File: src/ple_pkg.sv
`timescale 1ns / 1ps

package ple_pkg;

	localparam int DEPTH_DEF = 64;
	localparam int CMD_W     = 3;
	localparam int POS_W     = 7;
	localparam int VAL_W     = 32;
	localparam int ST_W      = 3;

	typedef enum logic [CMD_W-1:0] {
		CMD_INSERT  = 3'd0,
		CMD_DEL_POS = 3'd1,
		CMD_DEL_VAL = 3'd2,
		CMD_SEARCH  = 3'd3,
		CMD_DISPLAY = 3'd4
	} cmd_t;

	typedef enum logic [ST_W-1:0] {
		ST_OK       = 3'd0,
		ST_EMPTY    = 3'd1,
		ST_RANGE    = 3'd2,
		ST_FULL     = 3'd3,
		ST_NOTFOUND = 3'd4
	} status_t;

	// One result as it sits in the output register.
	typedef struct packed {
		status_t          status;
		logic [VAL_W-1:0] value;
		logic [POS_W-1:0] pos;
		logic [POS_W-1:0] count;
		logic             last;
	} res_t;

endpackage

File: src/ple_cmd_if.sv
`timescale 1ns / 1ps

interface ple_cmd_if import ple_pkg::*; ();
	logic             valid;
	logic             ready;
	logic [CMD_W-1:0] cmd;
	logic [POS_W-1:0] position;
	logic [VAL_W-1:0] value;

	modport source (output valid, output cmd, output position, output value, input ready);
	modport sink (input valid, input cmd, input position, input value, output ready);
endinterface

File: src/ple_res_if.sv
`timescale 1ns / 1ps

interface ple_res_if import ple_pkg::*; ();
	logic             valid;
	logic             ready;
	logic [ST_W-1:0]  status;
	logic [VAL_W-1:0] item_value;
	logic [POS_W-1:0] item_position;
	logic [POS_W-1:0] entry_count;
	logic             last;

	modport source (output valid, output status, output item_value, output item_position,
		output entry_count, output last, input ready);
	modport sink (input valid, input status, input item_value, input item_position,
		input entry_count, input last, output ready);
endinterface

File: src/positional_list_engine.sv
`timescale 1ns / 1ps

// An error goes straight to S_FIN for its result. An insert at position p first moves the
// entries from the tail down to p one slot up; a delete of entry t moves those above t down.
// A search compares entries from the head up to the first match, a miss reads them all;
// delete by value then runs the delete. Display streams one entry per cycle while the
// output register can take it; the list RAM port moves or compares one entry per cycle.
// Reset clears the count and control state; RAM contents stay undefined, no clearing pass.
module positional_list_engine import ple_pkg::*; #(
	parameter int DEPTH = DEPTH_DEF
) (
	input  logic      clk,
	input  logic      arst_n,
	ple_cmd_if.sink   req,
	ple_res_if.source rsp
);

	localparam int AW = $clog2(DEPTH);
	localparam int CW = $clog2(DEPTH + 1);

	// S_UP opens a gap by moving entries toward the tail, S_DEL closes one,
	// S_SCAN compares entries against the command value, S_DISP streams the list,
	// and S_FIN hands a single result to the output register.
	typedef enum logic [2:0] {
		S_IDLE,
		S_UP,
		S_DEL,
		S_SCAN,
		S_DISP,
		S_FIN
	} state_t;

	state_t           state_q;
	cmd_t             cmd_q;
	logic [CW-1:0]    cnt_q;
	logic [CW-1:0]    pos_q;
	logic [VAL_W-1:0] val_q;
	logic [CW-1:0]    idx_q;
	logic             more_q;
	logic [CW-1:0]    src_s1;
	logic             rdv_s1;
	status_t          fin_status_q;
	logic [VAL_W-1:0] fin_value_q;
	logic [CW-1:0]    fin_pos_q;
	res_t             res_q;
	logic             res_vld_q;

	logic             can_emit;
	logic [POS_W-1:0] cnt_w;
	logic [CW-1:0]    cnt_dec;
	logic [CW-1:0]    src_inc;
	logic [CW-1:0]    src_dec;
	logic             rd_en;
	logic [AW-1:0]    rd_addr;
	logic [VAL_W-1:0] rd_data;
	logic             wr_en;
	logic [AW-1:0]    wr_addr;
	logic [VAL_W-1:0] wr_data;

	ple_ram #(
		.DEPTH(DEPTH)
	) u_ram (
		.clk    (clk),
		.wr_en  (wr_en),
		.wr_addr(wr_addr),
		.wr_data(wr_data),
		.rd_en  (rd_en),
		.rd_addr(rd_addr),
		.rd_data(rd_data)
	);

	// The output register can take a new result when it is empty or is being drained.
	assign can_emit = !res_vld_q || rsp.ready;
	assign cnt_w    = POS_W'(cnt_q);
	assign cnt_dec  = cnt_q - 1'b1;
	assign src_inc  = src_s1 + 1'b1;
	assign src_dec  = src_s1 - 1'b1;

	// Commands are taken only between commands; a pending result does not block a transfer.
	assign req.ready = (state_q == S_IDLE);

	assign rsp.valid         = res_vld_q;
	assign rsp.status        = res_q.status;
	assign rsp.item_value    = res_q.value;
	assign rsp.item_position = res_q.pos;
	assign rsp.entry_count   = res_q.count;
	assign rsp.last          = res_q.last;

	// RAM port control. Reads are issued from idx_q; the data of the address in src_s1
	// arrives in the cycle after the read. A shift writes one slot behind (delete) or ahead
	// (insert) of the entry just read, so read and write addresses never meet in one cycle.
	always_comb begin
		rd_en   = 1'b0;
		rd_addr = idx_q[AW-1:0];
		wr_en   = 1'b0;
		wr_addr = src_s1[AW-1:0];
		wr_data = rd_data;
		unique case (state_q)
			S_UP: begin
				rd_en = more_q;
				if (rdv_s1) begin
					wr_en   = 1'b1;
					wr_addr = src_inc[AW-1:0];
				end else if (!more_q) begin
					// Every entry has moved: drop the new value into the gap.
					wr_en   = 1'b1;
					wr_addr = pos_q[AW-1:0];
					wr_data = val_q;
				end
			end
			S_DEL: begin
				rd_en = more_q;
				if (rdv_s1 && (src_s1 != pos_q)) begin
					wr_en   = 1'b1;
					wr_addr = src_dec[AW-1:0];
				end
			end
			S_SCAN: begin
				rd_en = more_q;
			end
			S_DISP: begin
				// Hold the read data while the output register is full.
				rd_en = more_q && (!rdv_s1 || can_emit);
			end
			S_IDLE, S_FIN: begin
				rd_en = 1'b0;
			end
			default: begin
				rd_en = 1'b0;
			end
		endcase
	end

	always_ff @(posedge clk or negedge arst_n) begin
		if (!arst_n) begin
			state_q      <= S_IDLE;
			cmd_q        <= CMD_INSERT;
			cnt_q        <= '0;
			pos_q        <= '0;
			val_q        <= '0;
			idx_q        <= '0;
			more_q       <= 1'b0;
			src_s1       <= '0;
			rdv_s1       <= 1'b0;
			fin_status_q <= ST_OK;
			fin_value_q  <= '0;
			fin_pos_q    <= '0;
			res_q        <= '0;
			res_vld_q    <= 1'b0;
		end else begin
			if (res_vld_q && rsp.ready) begin
				res_vld_q <= 1'b0;
			end

			unique case (state_q)
				S_IDLE: begin
					if (req.valid) begin
						cmd_q       <= cmd_t'(req.cmd);
						val_q       <= req.value;
						rdv_s1      <= 1'b0;
						fin_value_q <= '0;
						fin_pos_q   <= '0;
						case (req.cmd) inside
							CMD_INSERT: begin
								if (req.position > cnt_w) begin
									fin_status_q <= ST_RANGE;
									state_q      <= S_FIN;
								end else if (cnt_q == CW'(DEPTH)) begin
									fin_status_q <= ST_FULL;
									state_q      <= S_FIN;
								end else begin
									// Move entries from the tail down to the insert position.
									pos_q   <= req.position[CW-1:0];
									idx_q   <= cnt_dec;
									more_q  <= (req.position != cnt_w);
									state_q <= S_UP;
								end
							end
							CMD_DEL_POS, CMD_DEL_VAL, CMD_SEARCH, CMD_DISPLAY: begin
								if (cnt_q == '0) begin
									fin_status_q <= ST_EMPTY;
									state_q      <= S_FIN;
								end else if (req.cmd == CMD_DEL_POS) begin
									if (req.position > cnt_w) begin
										fin_status_q <= ST_RANGE;
										state_q      <= S_FIN;
									end else begin
										// A position equal to the count removes the tail entry.
										if (req.position == cnt_w) begin
											pos_q <= cnt_dec;
											idx_q <= cnt_dec;
										end else begin
											pos_q <= req.position[CW-1:0];
											idx_q <= req.position[CW-1:0];
										end
										more_q  <= 1'b1;
										state_q <= S_DEL;
									end
								end else begin
									idx_q   <= '0;
									more_q  <= 1'b1;
									state_q <= (req.cmd == CMD_DISPLAY) ? S_DISP : S_SCAN;
								end
							end
							default: begin
								// Unused codes are dropped without a result.
								state_q <= S_IDLE;
							end
						endcase
					end
				end

				S_UP: begin
					if (more_q) begin
						src_s1 <= idx_q;
						rdv_s1 <= 1'b1;
						if (idx_q == pos_q) begin
							more_q <= 1'b0;
						end else begin
							idx_q <= idx_q - 1'b1;
						end
					end else begin
						rdv_s1 <= 1'b0;
					end
					if (!more_q && !rdv_s1) begin
						cnt_q        <= cnt_q + 1'b1;
						fin_status_q <= ST_OK;
						state_q      <= S_FIN;
					end
				end

				S_DEL: begin
					if (more_q) begin
						src_s1 <= idx_q;
						rdv_s1 <= 1'b1;
						if (idx_q == cnt_dec) begin
							more_q <= 1'b0;
						end else begin
							idx_q <= idx_q + 1'b1;
						end
					end else begin
						rdv_s1 <= 1'b0;
					end
					if (rdv_s1 && (src_s1 == pos_q)) begin
						fin_value_q <= rd_data;
					end
					if (!more_q && !rdv_s1) begin
						cnt_q        <= cnt_dec;
						fin_status_q <= ST_OK;
						fin_pos_q    <= '0;
						state_q      <= S_FIN;
					end
				end

				S_SCAN: begin
					if (more_q) begin
						src_s1 <= idx_q;
						rdv_s1 <= 1'b1;
						if (idx_q == cnt_dec) begin
							more_q <= 1'b0;
						end else begin
							idx_q <= idx_q + 1'b1;
						end
					end else begin
						rdv_s1 <= 1'b0;
					end
					if (rdv_s1 && (rd_data == val_q)) begin
						// First match wins; any read still in flight is discarded.
						if (cmd_q == CMD_SEARCH) begin
							fin_status_q <= ST_OK;
							fin_pos_q    <= src_inc;
							state_q      <= S_FIN;
						end else begin
							pos_q   <= src_s1;
							idx_q   <= src_s1;
							more_q  <= 1'b1;
							rdv_s1  <= 1'b0;
							state_q <= S_DEL;
						end
					end else if (!more_q && !rdv_s1) begin
						fin_status_q <= ST_NOTFOUND;
						state_q      <= S_FIN;
					end
				end

				S_DISP: begin
					if (rd_en) begin
						src_s1 <= idx_q;
						rdv_s1 <= 1'b1;
						if (idx_q == cnt_dec) begin
							more_q <= 1'b0;
						end else begin
							idx_q <= idx_q + 1'b1;
						end
					end
					if (rdv_s1 && can_emit) begin
						res_q.status <= ST_OK;
						res_q.value  <= rd_data;
						res_q.pos    <= POS_W'(src_s1);
						res_q.count  <= cnt_w;
						res_q.last   <= (src_s1 == cnt_dec);
						res_vld_q    <= 1'b1;
						if (!more_q) begin
							rdv_s1  <= 1'b0;
							state_q <= S_IDLE;
						end
					end
				end

				S_FIN: begin
					if (can_emit) begin
						res_q.status <= fin_status_q;
						res_q.value  <= fin_value_q;
						res_q.pos    <= POS_W'(fin_pos_q);
						res_q.count  <= cnt_w;
						res_q.last   <= 1'b1;
						res_vld_q    <= 1'b1;
						state_q      <= S_IDLE;
					end
				end

				default: begin
					state_q <= S_IDLE;
				end
			endcase
		end
	end

	// The count never passes the capacity of the list.
	a_count_bound: assert property (@(posedge clk) disable iff (!arst_n)
		cnt_q <= CW'(DEPTH))
		else $error("entry count above capacity");

	// A shift never reads and writes the same RAM slot in one cycle.
	a_no_rw_clash: assert property (@(posedge clk) disable iff (!arst_n)
		(rd_en && wr_en) |-> (rd_addr != wr_addr))
		else $error("RAM read and write hit the same entry");

	// Closing an insert adds exactly one entry.
	a_insert_count: assert property (@(posedge clk) disable iff (!arst_n)
		(state_q == S_UP && !more_q && !rdv_s1) |=> (cnt_q == $past(cnt_q) + 1'b1))
		else $error("insert did not add one entry");

	// A result is loaded only into an output register that is free or draining.
	a_no_overwrite: assert property (@(posedge clk) disable iff (!arst_n)
		(res_vld_q && !rsp.ready) |=> res_vld_q)
		else $error("pending result lost");

endmodule

File: src/ple_ram.sv
`timescale 1ns / 1ps

// Simple dual-port RAM: one write and one registered read per cycle.
module ple_ram import ple_pkg::*; #(
	parameter int DEPTH = DEPTH_DEF
) (
	input  logic                     clk,
	input  logic                     wr_en,
	input  logic [$clog2(DEPTH)-1:0] wr_addr,
	input  logic [VAL_W-1:0]         wr_data,
	input  logic                     rd_en,
	input  logic [$clog2(DEPTH)-1:0] rd_addr,
	output logic [VAL_W-1:0]         rd_data
);

	logic [VAL_W-1:0] mem [DEPTH];
	logic [VAL_W-1:0] rd_data_q;

	always_ff @(posedge clk) begin
		if (wr_en) begin
			mem[wr_addr] <= wr_data;
		end
		if (rd_en) begin
			rd_data_q <= mem[rd_addr];
		end
	end

	assign rd_data = rd_data_q;

endmodule
File: src/flat_wrapper.sv
// flat-port wrapper written by rule: the top's interface ports become plain ports
module positional_list_engine_flat import ple_pkg::*;
#(
	parameter int DEPTH = DEPTH_DEF
)
  (clk, arst_n, req_valid, req_cmd, req_position, req_value, req_ready, rsp_valid, rsp_status, rsp_item_value, rsp_item_position, rsp_entry_count, rsp_last, rsp_ready);
  ple_cmd_if req_i ();
  ple_res_if rsp_i ();
  input  logic clk;
  input  logic arst_n;
  input wire logic [$bits(req_i.valid)-1:0] req_valid;
  input wire logic [$bits(req_i.cmd)-1:0] req_cmd;
  input wire logic [$bits(req_i.position)-1:0] req_position;
  input wire logic [$bits(req_i.value)-1:0] req_value;
  output wire logic [$bits(req_i.ready)-1:0] req_ready;
  output wire logic [$bits(rsp_i.valid)-1:0] rsp_valid;
  output wire logic [$bits(rsp_i.status)-1:0] rsp_status;
  output wire logic [$bits(rsp_i.item_value)-1:0] rsp_item_value;
  output wire logic [$bits(rsp_i.item_position)-1:0] rsp_item_position;
  output wire logic [$bits(rsp_i.entry_count)-1:0] rsp_entry_count;
  output wire logic [$bits(rsp_i.last)-1:0] rsp_last;
  input wire logic [$bits(rsp_i.ready)-1:0] rsp_ready;
  assign req_i.valid = req_valid;
  assign req_i.cmd = req_cmd;
  assign req_i.position = req_position;
  assign req_i.value = req_value;
  assign req_ready = req_i.ready;
  assign rsp_valid = rsp_i.valid;
  assign rsp_status = rsp_i.status;
  assign rsp_item_value = rsp_i.item_value;
  assign rsp_item_position = rsp_i.item_position;
  assign rsp_entry_count = rsp_i.entry_count;
  assign rsp_last = rsp_i.last;
  assign rsp_i.ready = rsp_ready;
  positional_list_engine #(.DEPTH(DEPTH)) u_core (.clk(clk), .arst_n(arst_n), .req(req_i), .rsp(rsp_i));
endmodule
File: config.mk
export PLATFORM = sky130hd
export DESIGN_NAME = positional_list_engine_flat
export DESIGN_NICKNAME = d
export VERILOG_FILES = /design/src/ple_pkg.sv /design/src/ple_cmd_if.sv /design/src/ple_res_if.sv /design/src/positional_list_engine.sv /design/src/ple_ram.sv /design/src/flat_wrapper.sv
export SDC_FILE = /design/constraint.sdc
export NUM_CORES = 2
export LEC_CHECK = 0
export BUFFER_PORTS_ARGS = -buffer_cell sky130_fd_sc_hd__buf_2
export CORE_UTILIZATION = 60
export DETAILED_ROUTE_END_ITERATION = 10
export GPL_TIMING_DRIVEN = 0
export PLACE_DENSITY_LB_ADDON = 0.3
export SYNTH_ARGS = -nofsm -noshare
export SYNTH_HDL_FRONTEND = slang
export SYNTH_SLANG_ARGS = --single-unit
File: constraint.sdc
create_clock -name clk -period 5.68 [get_ports clk]
set_clock_uncertainty 0.2 [all_clocks]
set_input_delay 0.568 -clock clk [delete_from_list [all_inputs] [get_ports clk]]
set_output_delay 0.568 -clock clk [all_outputs]
set_load 0.05 [all_outputs]
==> impl_metrics.toml <==
[outcome]
status = "complete, but fails checks"
violations = "max-capacitance violations, max-slew violations, negative setup slack"

[floorplanning]
num_rows = 140
core-area_um2 = 146000
die_h_um = 387
dieArea_um2 = 150000
die_w_um = 387
start_util = 0.607
io_pins = 98

[finish]
multi_input_area_um2 = 21800
fillCellCount = 8333
nets = 4561
areaGrowthSynthToFinish_pct = 14.0
seqCellArea_um2 = 66500
drive_above_1_share = 0.302
stdcell_area_um2 = 101000

[global_routing]
grt-ovfl-total = 0
grt_max_degree = 124
grt_pass1_wl_mm = 355
antenna_found_initial = 31
grt_pass1_vias = 46600
grt_util_all_layers = 0.343

[detailed_routing]
drt-initial-drc-count = 7798
wl_per_cell_um = 38.5
viasPerCell = 7.15
vias = 47200
drt.antenna.violating_nets = 0
drc = 0
dr.pass1.iters = 6
wirelength_mm = 254

[synth]
avgSynthCellArea_um2 = 21.8
yosysSeqAreaShare = 0.749
synth_cell_types = 88
ys_ff_latch = 2241
synthArstFlopShare = 0.0718
synth-edff-count = 2080
synth-main-ff-cell = "edfxtp_1"
syn-cell-area_um2 = 88800
synth_nets = 4141
syn_inst = 4081
ys.warnings.count = 0

[setup_path]
end_kind = "flop"
arrival_ns = 6.26
cp.required_ns = 6.03
critical_path.max_fanout = 20
start_kind = "flop"
critical_path_class = "reg2reg"

[placed_design]
dp_hpwl_mm = 153
place_area_um2 = 93800
io_buffer_count = 95
gp_congestion = 0.958
dp_worst_setup_slack_ns = 0.372

[sta]
drv_slew = 62
worst_pin_slew_ns = 1.52
finalSetupViolations = 424
fmax_mhz = 169
rsz0062_at_grt = "no"
fin_ws_ns = -0.237
relSlewSlack = -0.0174
fin_crit_ns = 5.92
hold_viol_final = 0
post-route-period-util = 1.04

[clock_network]
clock_path_buffers = 3
path_clk_slew_ns = 0.07
cts_tree = "built"
clock_sinks = 2241
clock_latency_ns = 0.87
htreeDepth = 4
numCtsBuffers = 210
clock-root-buffer = "clkbuf_16"

[pwr]
leakage_nw = 32.4
power.share.clock = 0.249
p_int_w = 0.0361
powerDensity_nw_per_um2 = 559
vdd_drop_max_mv = 0.483
seqPwrFrac = 0.392
swShare = 0.363
p_sw_w = 0.0206
p_comb_frac = 0.359

[job]
max_cap_viol_count = 2

[worst_hold_path]
hold_path.class = "in2reg"
[path summary, 6_finish.rpt]
kind / start / to / slack, ns / cells past startpoint
hold / removal: req_cmd[1] / u_core.cmd_q[1] / 0.07 / 2
min in group asynchronous: arst_n / u_core.pos_q[4] / 0.08 / 3
setup reg to reg: u_core.src_s1[1] / u_core.u_ram.mem[7][13] / -0.24 / 8
hold reg to reg: u_core.rsp.item_position[6] / u_core.rsp.item_position[6] / 0.28 / 2
max in group asynchronous: arst_n / u_core.fin_value_q[17] / 4.56 / 3
setup / recovery: u_core.src_s1[1] / u_core.u_ram.mem[7][13] / -0.24 / 8
[flip-flops by register name, indices dropped and copies added (netlist names), 3 cells and up]
signal	flops
u_core.cmd_q	3
u_core.cnt_q	7
u_core.fin_pos_q	7
u_core.fin_status_q	3
u_core.fin_value_q	32
u_core.idx_q	7
u_core.pos_q	7
u_core.rsp.entry_count	7
u_core.rsp.item_position	7
u_core.rsp.item_value	32
u_core.rsp.status	3
u_core.src_s1	7
u_core.state_q	3
u_core.u_ram.mem	2048
u_core.u_ram.rd_data	32
u_core.val_q	32
[power groups by stage]
stage	sequential (W)	clock, W	combinational [W]
6_report	0.0222	0.0141	0.0203
5_1_grt	0.0222	0.0147	0.0206
4_1_cts	0.0222	0.0141	0.0196
3_5_place_dp	0.0225	0	0.0192
3_3_place_gp	0.0226	0	0.0184
2_1_floorplan	0.0228	0	0.0109
[cell usage after synthesis (6+ instances only)]
cell type | number | area (µm²)
edfxtp_1 | 2080 | 62500
mux2i_1 | 50 | 500
xnor2_1 | 38 | 333
dfrtp_1 | 161 | 4030
nand3_1 | 48 | 240
mux2_2 | 79 | 890
o21ai_0 | 114 | 571
buf_1 | 35 | 131
buf_6 | 7 | 78.8
nand2_1 | 186 | 698
a21o_1 | 6 | 45.0
o211ai_1 | 7 | 52.6
a211oi_1 | 14 | 105
xor2_1 | 44 | 385
buf_4 | 15 | 113
inv_1 | 20 | 75.1
buf_2 | 61 | 305
mux4_2 | 672 | 15100
ha_1 | 14 | 175
clkbuf_1 | 111 | 417
nor2b_1 | 8 | 50.1
or3_1 | 7 | 43.8
nor4_1 | 17 | 106
nor3_1 | 13 | 65.1
and2_1 | 6 | 37.5
a21oi_1 | 37 | 185
nor2_1 | 104 | 390
[cells in the final DEF (no fill, tap or decap), drive strengths merged, types with 7 or more instances in the layout]
cell type,n
a211oi,15
a21oi,37
and2,7
buf,289
bufinv,18
clkbuf,382
clkinv,77
dfrtp,161
diode,15
dlygate4sd3,38
edfxtp,2080
ha,14
inv,30
mux2,83
mux2i,50
mux4,672
nand2,187
nand3,48
nor2,104
nor2b,8
nor3,16
nor4,21
o211ai,7
o21ai,118
or3,10
xnor2,39
xor2,44
[cells by family (layout without fill, tap and decap cells)]
group | Yosys count | count (layout) | synth area share
flops | 2241 | 2241 | 0.749
mux | 805 | 805 | 0.187
simple gates | 435 | 435 | 0.0230
buf+inv | 252 | 840 | 0.0129
compound gates | 250 | 250 | 0.0182
xor+xnor | 84 | 84 | 0.00852
fa+ha+maj | 14 | 14 | 0.00197
other cells | 0 | 15 | 0
[stage by stage]
step | cells | total power (W) | hold WS [ns] | utilization | TNS (ns)
2_1_floorplan | 4081 | 0.0336 | 0.0724 | - | 0
3_3_place_gp | 6093 | 0.0410 | 0.260 | 0.627 | -2051.50
3_5_place_dp | 6160 | 0.0417 | 0.267 | 0.641 | 0
4_1_cts | 6579 | 0.0559 | 0.0154 | 0.690 | 0
5_1_grt | 6589 | 0.0575 | 0.0847 | 0.692 | 0
6_report | 6601 | 0.0566 | 0.0689 | 0.692 | -37.21
[routing by layer]
metal  vias to the layer above  track usage  share of wire
li1                      17900            -              -
met1                     24500        0.448           0.34
met2                      3981        0.525           0.46
met3                       771        0.101           0.13
met4                        26        0.189          0.066
met5                         -      0.00319        0.00095
[area by class of cell]
| cell class | count | area share |
|---|---|---|
| Timing Repair Buffer | 208 | 0.0257 |
| Clock inverter | 109 | 0.0105 |
| Inverter | 22 | 0.000816 |
| Tap cell | 1917 | 0.0237 |
| Buffer | 230 | 0.0105 |
| Antenna cell | 15 | 0.000371 |
| Multi-Input combinational cell | 1588 | 0.215 |
| Sequential cell | 2241 | 0.657 |
| Clock buffer | 271 | 0.0565 |
[what timing repair did]
item                                   4_1_cts  5_1_grt
endpoints found under the hold margin      199        0
setup endpoints to repair                    0      118
hold buffers                                39        0
setup buffers                                0        6
resized for setup                            0        2
[critical path: stages, from the launching register on]
cell and delay, ns:
dfrtp_1 0.47, buf_1 0.68, nand3_1 0.18, xor2_1 0.27, a211oi_1 0.16, a211oi_1 1.25, nand3_1 1.05, nor2_4 1.06
buf_16 0.25
(Power assumes the default switching activity.)
